### config.mk
export PLATFORM = sky130hd
export DESIGN_NAME = websocket_frame_deframer_unit_flat
export DESIGN_NICKNAME = d
export VERILOG_FILES = /design/src/sv/wsdf_pkg.sv /design/src/sv/wsdf_byte_if.sv /design/src/sv/wsdf_event_if.sv /design/src/sv/wsdf_parser.sv /design/src/sv/wsdf_out_reg.sv /design/src/sv/websocket_frame_deframer_unit.sv /design/src/flat_wrapper.sv
export SDC_FILE = /design/constraint.sdc
export NUM_CORES = 1
export LEC_CHECK = 0
export BUFFER_PORTS_ARGS = -buffer_cell sky130_fd_sc_hd__buf_2
export CAP_MARGIN = 20
export CORE_MARGIN = 2
export CORE_UTILIZATION = 30
export DETAILED_ROUTE_END_ITERATION = 10
export MAX_ROUTING_LAYER = met4
export SYNTH_ARGS = -nofsm -noshare
export SYNTH_HDL_FRONTEND = slang
export SYNTH_SLANG_ARGS = --single-unit
### constraint.sdc
create_clock -name clk -period 6.5 [get_ports clk]
set_clock_uncertainty 0.1 [all_clocks]
set_input_delay 0.975 -clock clk [delete_from_list [all_inputs] [get_ports clk]]
set_output_delay 0.975 -clock clk [all_outputs]
set_load 0.1 [all_outputs]
### src/sv/wsdf_pkg.sv
package wsdf_pkg;

  localparam int unsigned LenW = 64;
  localparam int unsigned AccW = 64;

  localparam logic [LenW-1:0] LEN_MAX = '1;

  localparam logic [6:0] LEN7_MAX_SHORT = 7'd125;
  localparam logic [6:0] LEN7_EXT16     = 7'd126;
  localparam logic [3:0] EXT16_BYTES    = 4'd2;
  localparam logic [3:0] EXT64_BYTES    = 4'd8;
  localparam logic [1:0] KEY_LAST_IDX   = 2'd3;

  typedef enum logic [2:0] {
    PH_OPCODE  = 3'd0,
    PH_LENGTH  = 3'd1,
    PH_EXTLEN  = 3'd2,
    PH_KEY     = 3'd3,
    PH_PAYLOAD = 3'd4
  } phase_t;

  typedef enum logic [1:0] {
    K_START = 2'd0,
    K_DATA  = 2'd1,
    K_END   = 2'd2,
    K_ERROR = 2'd3
  } kind_t;

  localparam logic CAUSE_CONT_OPCODE = 1'b0;
  localparam logic CAUSE_LEN_TOP     = 1'b1;

  typedef struct packed {
    logic       valid;
    kind_t      kind;
    logic [3:0] opcode;
    logic [7:0] data_byte;
    logic       message_end;
    logic       error_cause;
  } evt_t;

endpackage

### src/sv/wsdf_byte_if.sv
interface wsdf_byte_if;
  logic       valid;
  logic       ready;
  logic [7:0] in_byte;

  modport source (output valid, output in_byte, input ready);
  modport sink   (input valid, input in_byte, output ready);
endinterface

### src/sv/wsdf_event_if.sv
interface wsdf_event_if;
  logic       valid;
  logic       ready;
  logic [1:0] kind;
  logic [3:0] opcode;
  logic [7:0] data_byte;
  logic       message_end;
  logic       error_cause;

  modport source (output valid, output kind, output opcode, output data_byte,
                  output message_end, output error_cause, input ready);
  modport sink   (input valid, input kind, input opcode, input data_byte,
                  input message_end, input error_cause, output ready);
endinterface

### src/sv/wsdf_parser.sv
module wsdf_parser import wsdf_pkg::*; (
  input  logic       clk,
  input  logic       rst_n,
  input  logic       step,
  input  logic [7:0] in_byte,
  output evt_t       evt
);

  phase_t            phase_r, phase_nxt;
  logic              final_r, final_nxt;
  logic              cont_r, cont_nxt;
  logic              mask_r, mask_nxt;
  logic [LenW-1:0]   len_r, len_nxt;      // frame length, then bytes still to come
  logic [AccW-1:0]   acc_r, acc_nxt;
  logic [3:0]        ext_rem_r, ext_rem_nxt;
  logic [7:0]        key_r [4];
  logic [7:0]        key_nxt [4];
  logic [1:0]        key_idx_r, key_idx_nxt;
  logic [1:0]        pidx_r, pidx_nxt;

  logic [6:0]        len7;
  logic [AccW-1:0]   acc_shift;
  logic [LenW-1:0]   ext_len;
  logic              ext_last;
  logic              hdr_done;
  logic              hdr_mask;
  logic [LenW-1:0]   hdr_len;
  logic              pay_go;
  logic [LenW-1:0]   pay_len;

  assign len7      = in_byte[6:0];
  assign acc_shift = {acc_r[AccW-9:0], in_byte};
  // saturate to the stored length width
  assign ext_len   = (acc_shift > AccW'(LEN_MAX)) ? LEN_MAX : acc_shift[LenW-1:0];
  assign ext_last  = (ext_rem_r <= 4'd1);

  // next state
  always_comb begin
    phase_nxt   = phase_r;
    final_nxt   = final_r;
    cont_nxt    = cont_r;
    mask_nxt    = mask_r;
    len_nxt     = len_r;
    acc_nxt     = acc_r;
    ext_rem_nxt = ext_rem_r;
    key_nxt     = key_r;
    key_idx_nxt = key_idx_r;
    pidx_nxt    = pidx_r;
    hdr_done    = 1'b0;
    hdr_mask    = mask_r;
    hdr_len     = '0;
    pay_go      = 1'b0;
    pay_len     = len_r;
    unique case (phase_r)
      PH_LENGTH: begin
        mask_nxt = in_byte[7];
        hdr_mask = in_byte[7];
        if (len7 > LEN7_MAX_SHORT) begin
          ext_rem_nxt = (len7 == LEN7_EXT16) ? EXT16_BYTES : EXT64_BYTES;
          acc_nxt     = '0;
          phase_nxt   = PH_EXTLEN;
        end else begin
          hdr_done = 1'b1;
          hdr_len  = LenW'(len7);
        end
      end
      PH_EXTLEN: begin
        acc_nxt = acc_shift;
        if (ext_rem_r != 4'd0) ext_rem_nxt = ext_rem_r - 4'd1;
        if (ext_last) begin
          hdr_done = 1'b1;
          hdr_len  = ext_len;
        end
      end
      PH_KEY: begin
        key_nxt[key_idx_r] = in_byte;
        key_idx_nxt        = key_idx_r + 2'd1;
        if (key_idx_r == KEY_LAST_IDX) pay_go = 1'b1;
      end
      PH_PAYLOAD: begin
        pidx_nxt = pidx_r + 2'd1;
        len_nxt  = len_r - LenW'(1);
        if (len_r == LenW'(1)) phase_nxt = PH_OPCODE;
      end
      default: begin
        // opcode byte; unused phase codes land here too
        phase_nxt = PH_LENGTH;
        final_nxt = in_byte[7];
        cont_nxt  = ~in_byte[7];
        mask_nxt  = 1'b0;
        for (int i = 0; i < 4; i++) key_nxt[i] = '0;
      end
    endcase

    if (hdr_done) begin
      len_nxt = hdr_len;
      if (hdr_mask) begin
        phase_nxt   = PH_KEY;
        key_idx_nxt = '0;
      end else begin
        pay_go  = 1'b1;
        pay_len = hdr_len;
      end
    end

    if (pay_go) begin
      pidx_nxt  = '0;
      phase_nxt = (pay_len == '0) ? PH_OPCODE : PH_PAYLOAD;
    end
  end

  // event for the word on the input
  always_comb begin
    evt = '{valid: 1'b0, kind: K_START, opcode: 4'd0, data_byte: 8'd0,
            message_end: 1'b0, error_cause: 1'b0};
    unique case (phase_r)
      PH_LENGTH: begin
        if (!in_byte[7] && len7 == 7'd0 && final_r) begin
          evt.valid       = 1'b1;
          evt.kind        = K_END;
          evt.message_end = 1'b1;
        end
      end
      PH_EXTLEN: begin
        if (ext_last) begin
          if (acc_shift[AccW-1]) begin
            evt.valid       = 1'b1;
            evt.kind        = K_ERROR;
            evt.error_cause = CAUSE_LEN_TOP;
          end else if (!mask_r && acc_shift == '0 && final_r) begin
            evt.valid       = 1'b1;
            evt.kind        = K_END;
            evt.message_end = 1'b1;
          end
        end
      end
      PH_KEY: begin
        if (key_idx_r == KEY_LAST_IDX && len_r == '0 && final_r) begin
          evt.valid       = 1'b1;
          evt.kind        = K_END;
          evt.message_end = 1'b1;
        end
      end
      PH_PAYLOAD: begin
        evt.valid       = 1'b1;
        evt.kind        = K_DATA;
        evt.data_byte   = in_byte ^ key_r[pidx_r];
        evt.message_end = (len_r == LenW'(1)) && final_r;
      end
      default: begin
        if (in_byte[3:0] != 4'd0) begin
          evt.valid = 1'b1;
          if (cont_r) begin
            evt.kind        = K_ERROR;
            evt.error_cause = CAUSE_CONT_OPCODE;
          end else begin
            evt.kind   = K_START;
            evt.opcode = in_byte[3:0];
          end
        end
      end
    endcase
  end

  always_ff @(posedge clk) begin
    if (!rst_n) begin
      phase_r   <= PH_OPCODE;
      final_r   <= 1'b0;
      cont_r    <= 1'b0;
      mask_r    <= 1'b0;
      len_r     <= '0;
      acc_r     <= '0;
      ext_rem_r <= '0;
      key_idx_r <= '0;
      pidx_r    <= '0;
      for (int i = 0; i < 4; i++) key_r[i] <= '0;
    end else if (step) begin
      phase_r   <= phase_nxt;
      final_r   <= final_nxt;
      cont_r    <= cont_nxt;
      mask_r    <= mask_nxt;
      len_r     <= len_nxt;
      acc_r     <= acc_nxt;
      ext_rem_r <= ext_rem_nxt;
      key_idx_r <= key_idx_nxt;
      pidx_r    <= pidx_nxt;
      key_r     <= key_nxt;
    end
  end

endmodule

### src/sv/wsdf_out_reg.sv
module wsdf_out_reg import wsdf_pkg::*; (
  input  logic       clk,
  input  logic       rst_n,
  input  logic       load,
  input  evt_t       evt,
  output logic       can_load,
  output logic       out_valid,
  input  logic       out_ready,
  output kind_t      out_kind,
  output logic [3:0] out_opcode,
  output logic [7:0] out_data_byte,
  output logic       out_message_end,
  output logic       out_error_cause
);

  logic valid_r, valid_nxt;
  evt_t evt_r;

  // room when empty or when the held word leaves this cycle
  assign can_load = !valid_r || out_ready;

  always_comb begin
    valid_nxt = valid_r;
    if (load)           valid_nxt = evt.valid;
    else if (out_ready) valid_nxt = 1'b0;
  end

  always_ff @(posedge clk) begin
    if (!rst_n) begin
      valid_r <= 1'b0;
    end else begin
      valid_r <= valid_nxt;
    end
  end

  always_ff @(posedge clk) begin
    if (load && evt.valid) begin
      evt_r <= evt;
    end
  end

  assign out_valid       = valid_r;
  assign out_kind        = evt_r.kind;
  assign out_opcode      = evt_r.opcode;
  assign out_data_byte   = evt_r.data_byte;
  assign out_message_end = evt_r.message_end;
  assign out_error_cause = evt_r.error_cause;

endmodule

### src/sv/websocket_frame_deframer_unit.sv
// WebSocket (RFC 6455) receive deframer. Takes one stream byte per word on
// in_if and emits at most one event per byte on out_if: message start with
// opcode, unmasked data byte (message_end on the last byte of a fin frame),
// end-only for an empty fin frame, or protocol error (opcode inside a
// continuation, or extended length with the top bit set). The frame state
// updates in a single pass and the event lands in a one-deep output
// register, so with out_if.ready held high a byte is taken every cycle. The
// event is on out_if in the cycle after its byte is taken; in_if.ready drops
// only while an event waits in the output register.
module websocket_frame_deframer_unit import wsdf_pkg::*; (
  input  logic          clk,
  input  logic          rst_n,
  wsdf_byte_if.sink     in_if,
  wsdf_event_if.source  out_if
);

  logic  step;
  logic  can_load;
  evt_t  evt;
  kind_t out_kind;

  assign in_if.ready = can_load;
  assign step        = in_if.valid && can_load;

  wsdf_parser u_parser (
    .clk     (clk),
    .rst_n   (rst_n),
    .step    (step),
    .in_byte (in_if.in_byte),
    .evt     (evt)
  );

  wsdf_out_reg u_out_reg (
    .clk             (clk),
    .rst_n           (rst_n),
    .load            (step),
    .evt             (evt),
    .can_load        (can_load),
    .out_valid       (out_if.valid),
    .out_ready       (out_if.ready),
    .out_kind        (out_kind),
    .out_opcode      (out_if.opcode),
    .out_data_byte   (out_if.data_byte),
    .out_message_end (out_if.message_end),
    .out_error_cause (out_if.error_cause)
  );

  assign out_if.kind = out_kind;

endmodule

### src/flat_wrapper.sv
// flat-port wrapper written by rule: the top's interface ports become plain ports
module websocket_frame_deframer_unit_flat import wsdf_pkg::*;
  (clk, rst_n, in_if_valid, in_if_in_byte, in_if_ready, out_if_valid, out_if_kind, out_if_opcode, out_if_data_byte, out_if_message_end, out_if_error_cause, out_if_ready);
  wsdf_byte_if in_if_i ();
  wsdf_event_if out_if_i ();
  input  logic clk;
  input  logic rst_n;
  input wire logic [$bits(in_if_i.valid)-1:0] in_if_valid;
  input wire logic [$bits(in_if_i.in_byte)-1:0] in_if_in_byte;
  output wire logic [$bits(in_if_i.ready)-1:0] in_if_ready;
  output wire logic [$bits(out_if_i.valid)-1:0] out_if_valid;
  output wire logic [$bits(out_if_i.kind)-1:0] out_if_kind;
  output wire logic [$bits(out_if_i.opcode)-1:0] out_if_opcode;
  output wire logic [$bits(out_if_i.data_byte)-1:0] out_if_data_byte;
  output wire logic [$bits(out_if_i.message_end)-1:0] out_if_message_end;
  output wire logic [$bits(out_if_i.error_cause)-1:0] out_if_error_cause;
  input wire logic [$bits(out_if_i.ready)-1:0] out_if_ready;
  assign in_if_i.valid = in_if_valid;
  assign in_if_i.in_byte = in_if_in_byte;
  assign in_if_ready = in_if_i.ready;
  assign out_if_valid = out_if_i.valid;
  assign out_if_kind = out_if_i.kind;
  assign out_if_opcode = out_if_i.opcode;
  assign out_if_data_byte = out_if_i.data_byte;
  assign out_if_message_end = out_if_i.message_end;
  assign out_if_error_cause = out_if_i.error_cause;
  assign out_if_i.ready = out_if_ready;
  websocket_frame_deframer_unit u_core (.clk(clk), .rst_n(rst_n), .in_if(in_if_i), .out_if(out_if_i));
endmodule
Yosys cells after proc, flatten, opt, wreduce, memory -nomap -nowiden --
Index checks and enable logic that the tools add are counted.
Storage, ports and cells: register bits after elaboration 183, bits in latches 0, memory bits (writable) 0, bits in read-only memories 0, input bits 12, output and inout bits 18, logic and storage cells 143, memories kept 0
Operators by class: add/subtract/negate cells 4, $mul 0, div/mod/pow operators 0, order comparisons 6, eq/ne operators 9, shift operators 0, multiplexer cells 60, bitwise operators 8, reduce and logical (&&, ||, !) cells 37
Operator list (number):
- 2-to-1 mux 64 bit | 6
- zero test 64 bit | 3
- case mux 64 bit (2 select lines) | 1
- case mux 56 bit (2 select lines) | 1
- equality test 64 x 1 -> 1 bit, second input constant | 1
- > comparator 64 bit, second input constant | 1
- case mux 32 bit (2 select lines) | 1
- subtractor 64 x 1 -> 64 bit, second input constant | 1
- 2-to-1 mux 56 bit | 1
- 2-to-1 mux 3 bit | 11
- bitwise mux 32 bit | 1
- 2-to-1 mux 8 bit | 3
- binary-select mux 8 bit (select 2 bit) | 1
- demux 8 bit (select 2 bit) | 1
- 2-to-1 mux 4 bit | 4
- 2-to-1 mux 1 bit | 14
- 2-to-1 mux 2 bit | 7
- 2-to-1 mux 7 bit | 2
- case mux 3 bit (4 select lines) | 1
- AND reduction 2 bit | 6
- logical AND 1 bit | 10
- case mux 3 bit (3 select lines) | 1
- case mux 4 bit (2 select lines) | 1
- nonzero test 2 bit | 4
- 27 further kinds | 41

Longest topological paths before layout --
word-level depth 9, mapped depth 11, depth with buffers taken out 8

Modules after synthesis --
Synthesis repeated with hierarchy kept, for this count alone.
Second synthesis, totals: cells, all modules 1108, area, all modules 9192.6 µm²
By module, submodules not included:
- wsdf_parser | times used 1, cells each 1086, area an instance 8654.6 µm²
- wsdf_out_reg | times used 1, cells each 21, area an instance 531.8 µm²
- websocket_frame_deframer_unit | times used 1, cells each 1, area an instance 6.3 µm²

Worst setup path after synthesis --
OpenSTA, ideal clock, no wires.
path type input -> register, from in out_if_ready, to reg u_core.u_out_reg.evt_r, in the netlist u_core.u_out_reg.out_data_byte[0], enable pin, library setup time 399 ps, arrival time 3063 ps, path slack 2938 ps, stages on the path 3, path buffers 0, cell sequence nand2b_1 > nand2_1 > a31oi_1
Between the ends: longest elaborated chain between the ends 3
RTL lines:
- from (decl) | line flat_wrapper.sv:17 | input wire logic [$bits(out_if_i.ready)-1:0] out_if_ready;
- logical OR 1 bit | line wsdf_out_reg.sv:20 | assign can_load = !valid_r || out_ready;
- logical AND 1 bit | line websocket_frame_deframer_unit.sv:23 | assign step = in_if.valid && can_load;
- logical AND 1 bit | line wsdf_out_reg.sv:37 | if (load && evt.valid) begin
- to (signal assigned) | line wsdf_out_reg.sv:38 | evt_r <= evt;
- to (decl) | line wsdf_out_reg.sv:17 | evt_t evt_r;
Every way passes these cells. A chain may end at the register's enable or synchronous reset.

Final worst setup path --
from reg u_core.u_parser.phase_r[1], to reg u_core.u_out_reg.evt_r, in the netlist u_core.u_out_reg.out_kind[0], enable pin
Between the ends: longest elaborated chain between the ends 3, elaborated cells between the ends (all ways) 6
RTL lines:
- from (decl) | line wsdf_parser.sv:9 | phase_t phase_r, phase_nxt;
- from (signal assigned) | line wsdf_parser.sv:178 | phase_r <= phase_nxt;
- equality test 3 bit (tied with other cells) | line wsdf_parser.sv:116 | unique case (phase_r)
- case mux 3 bit (4 select lines) * | line wsdf_parser.sv:116
- logical AND 1 bit * | line wsdf_out_reg.sv:37
Mark *: on every way between the ends. The rest lies on a longest branch, timed or not.

==> key figures <==
Outcome
  • Status: complete, no violations

Route
  • Vias: 8,770
  • Via density: 5.95
  • DR WL/cell: 19.8 um
  • DR pass1 iterations: 5
  • # DRC: 0
  • DRT Wirelength: 29,200 um
  • 1st-iter DRT viols: 1,170
  • Final ANT Viol Nets: 0

Worst setup path
  • Startpoint Class: flop
  • CP cell instances: nor3b_1, and3_2, buf_4, and2_1, nor3_1, a31oi_2
  • CP Class: reg2reg
  • Crit end category: flop
  • CP required: 6.45 ns
  • CP max FO: 62
  • Worst path buffer plus inverter count: 1
  • CP Data Arrival Time: 3.86 ns
  • Worst path slowest cell: a31oi_2
  • Max stage delay on crit path: 0.80 ns
  • Worst path top cell family by delay: simple AND/OR/NAND/NOR gates

Final layout
  • # diodes: 0
  • Synthesis-to-layout area growth: 10.9%
  • Commonest cells after routing, fill and taps aside: 167 x nor2_1, 167 x dfxtp_1, 100 x a22oi_1
  • Share of layout cells above drive strength 1: 11.4%
  • Nets: 1,087
  • Final non-filler cell total: 1,474

Die
  • Top Ports: 30
  • Core area: 0.0304 mm2
  • Die span in y: 179 um
  • Die width: 179 um
  • Starting Density: 30.3%
  • Row count: 64
  • DIE AREA: 0.0322 mm2

Clock network
  • # Post-CTS Setup Buffers: 0
  • CTS Buf Count: 17
  • Hold-fix buffers, CTS: 0
  • Clock latency on the worst-skew pair: 0.44 ns
  • Clock Path Buffers: 2
  • Root buffer selected by CTS: clkbuf_16
  • Post_cts resized: 0
  • Clock transition at path regs: 0.08 ns
  • Max H-tree Level: 4
  • CTS tree: built
  • Clock Sinks: 183

Yosys
  • EDFF count, synth: 16
  • Syn Std Cell Area: 0.00922 mm2
  • Syn avg cell area: 8.46 um2
  • YS warnings: 0
  • Synth Flop Type: dfxtp_1
  • Mapped Cells: 1,090
  • Ys async rst share: 0%
  • Syn Nets: 1,112
  • Post-synthesis register bit count: 183
  • Fraction of the yosys area taken by sequential cells: 41.5%
  • Netlist cell types: 73

Global routing
  • Gr busiest metal: met2
  • Met3 Usage GRT: 3.37%
  • Grt ovf: 0
  • Vias in the first global route: 8,348
  • First-pass GRT wire length: 47,100 um
  • Initial antenna violation count: 0
  • Gr usage total: 19.1%
  • Pin count of the biggest net entering global routing: 73
  • GR Util met1: 25.7%
  • Met2 Use GR: 28.7%

STA
  • Fin crit share: 60.2%
  • RSZ-0062 raised after global routing: false
  • PnR worst setup slack: 2.59 ns
  • Slew Viols, Final: 0
  • Fin crit period: 3.91 ns
  • TNS Setup: 0 ns
  • Final hold vios: 0
  • Worst slew pin tran: 0.972 ns
  • Fmax: 256 MHz
  • Slew headroom: 35.0%
  • Final setup violation count: 0

Placement
  • Dpl cells: 1,442
  • Post-DP HPWL: 18,900 um
  • Final RePlAce weighted congestion: 0.888
  • I/O Buffers: 29
  • Setup slack at placement: 2.59 ns

Power and ir drop
  • Total power per unit cell area: 381 mW/mm2
  • Peak supply drop: 206 uV
  • Leakage power: 3.56 nW

Min path
  • HP Class: reg2reg

Job
  • Total of max-cap violations: 0
==> state kept, by name (all words and copies together), names as in the netlist <==
name	flops
u_core.u_out_reg.out_message_end	1
u_core.u_out_reg.out_data_byte	8
u_core.u_out_reg.out_opcode	4
u_core.u_parser.key_idx_r	2
u_core.u_parser.mask_r	1
u_core.u_out_reg.out_valid	1
u_core.u_out_reg.out_error_cause	1
u_core.u_parser.len_r	64
u_core.u_parser.key_r	32
u_core.u_parser.pidx_r	2
u_core.u_parser.final_r	1
u_core.u_parser.cont_r	1
u_core.u_parser.acc_r	56
u_core.u_out_reg.out_kind	2
u_core.u_parser.ext_rem_r	4
u_core.u_parser.phase_r	3
==> power breakdown <==
part	total [mW]	leakage, nW	switching (mW)	internal [mW]
clock network	1.03	0.286	0.514	0.516
registers	1.29	1.51	0.0769	1.22
logic	1.58	1.77	1.06	0.519
==> final timing paths <==
path	from	depth (start not counted)	slack, ns	end
setup / recovery	u_core.u_parser.phase_r[1]$_SDFFE_PN0P_	6	2.59	u_core.u_out_reg.out_kind[0]$_DFFE_PP_
hold / removal	u_core.u_parser.len_r[57]$_SDFFE_PN0P_	2	0.38	u_core.u_parser.len_r[57]$_SDFFE_PN0P_
setup reg to reg	u_core.u_parser.phase_r[1]$_SDFFE_PN0P_	6	2.59	u_core.u_out_reg.out_kind[0]$_DFFE_PP_
hold reg to reg	u_core.u_parser.len_r[57]$_SDFFE_PN0P_	2	0.38	u_core.u_parser.len_r[57]$_SDFFE_PN0P_
==> stage by stage <==
step | util [%] | power, mW | area [um2] | hold WS (ns)
finish | 33.6 | 3.90 | 10200 | 0.381
detailed placement | 31.7 | 2.85 | 9640 | 0.372
CTS | 33.6 | 3.89 | 10200 | 0.382
global placement | 31.7 | 2.85 | 9640 | 0.365
global route | 33.6 | 4.12 | 10200 | 0.410
floorplan | - | 2.49 | 9220 | 0.345
==> cells by family (layout without fill, tap and decap cells) <==
kind of cell	Yosys count	in the layout	share of synthesized area (%)
adders and majority gates	10	10	1.36
DFF	183	183	41.5
and+or+nand+nor	431	431	23.4
xor gates and xnor gates	10	10	0.950
muxes	13	13	2.50
AOI/OAI and AO/OA	344	344	26.0
buffers and inverters	99	87	4.30
==> final cells by class <==
class | count | area, um2
fillers | 3186 | 20200
repair buffers | 41 | 235
flip-flops and latches | 183 | 3820
clock buffers | 18 | 429
well taps | 396 | 495
multi-input cells | 808 | 5030
inverters | 14 | 55.1
clock inverters | 14 | 151
==> layer usage <==
| layer | vias up | share of wire, % |
|---|---|---|
| li1 | 4054 | - |
| met1 | 4275 | 45 |
| met2 | 370 | 45 |
| met3 | 71 | 7.0 |
| met4 | 0 | 2.7 |
| met5 | - | 0 |
==> tightest hold or removal path: stages, from the launching register on <==
cell	delay, ns
dfxtp_1	0.32
o21ai_0	0.06
o21ai_1	0.06
==> Yosys cell counts, types with 15 or more instances <==
library cell  instances  area share, %
a22oi_1             100            8.1
and2_1               15            1.0
nor3_1               37            2.0
a32o_1               23            2.5
clkbuf_1             59            2.4
o21ai_0              67            3.6
dfxtp_1             167             36
nand2_1              75            3.1
nor2_1              169            6.9
nor4_1               32            2.2
edfxtp_1             16            5.2
nand3_1              27            1.5
a21oi_1              51            2.8
Note: power is estimated with default switching activity, not from simulation.
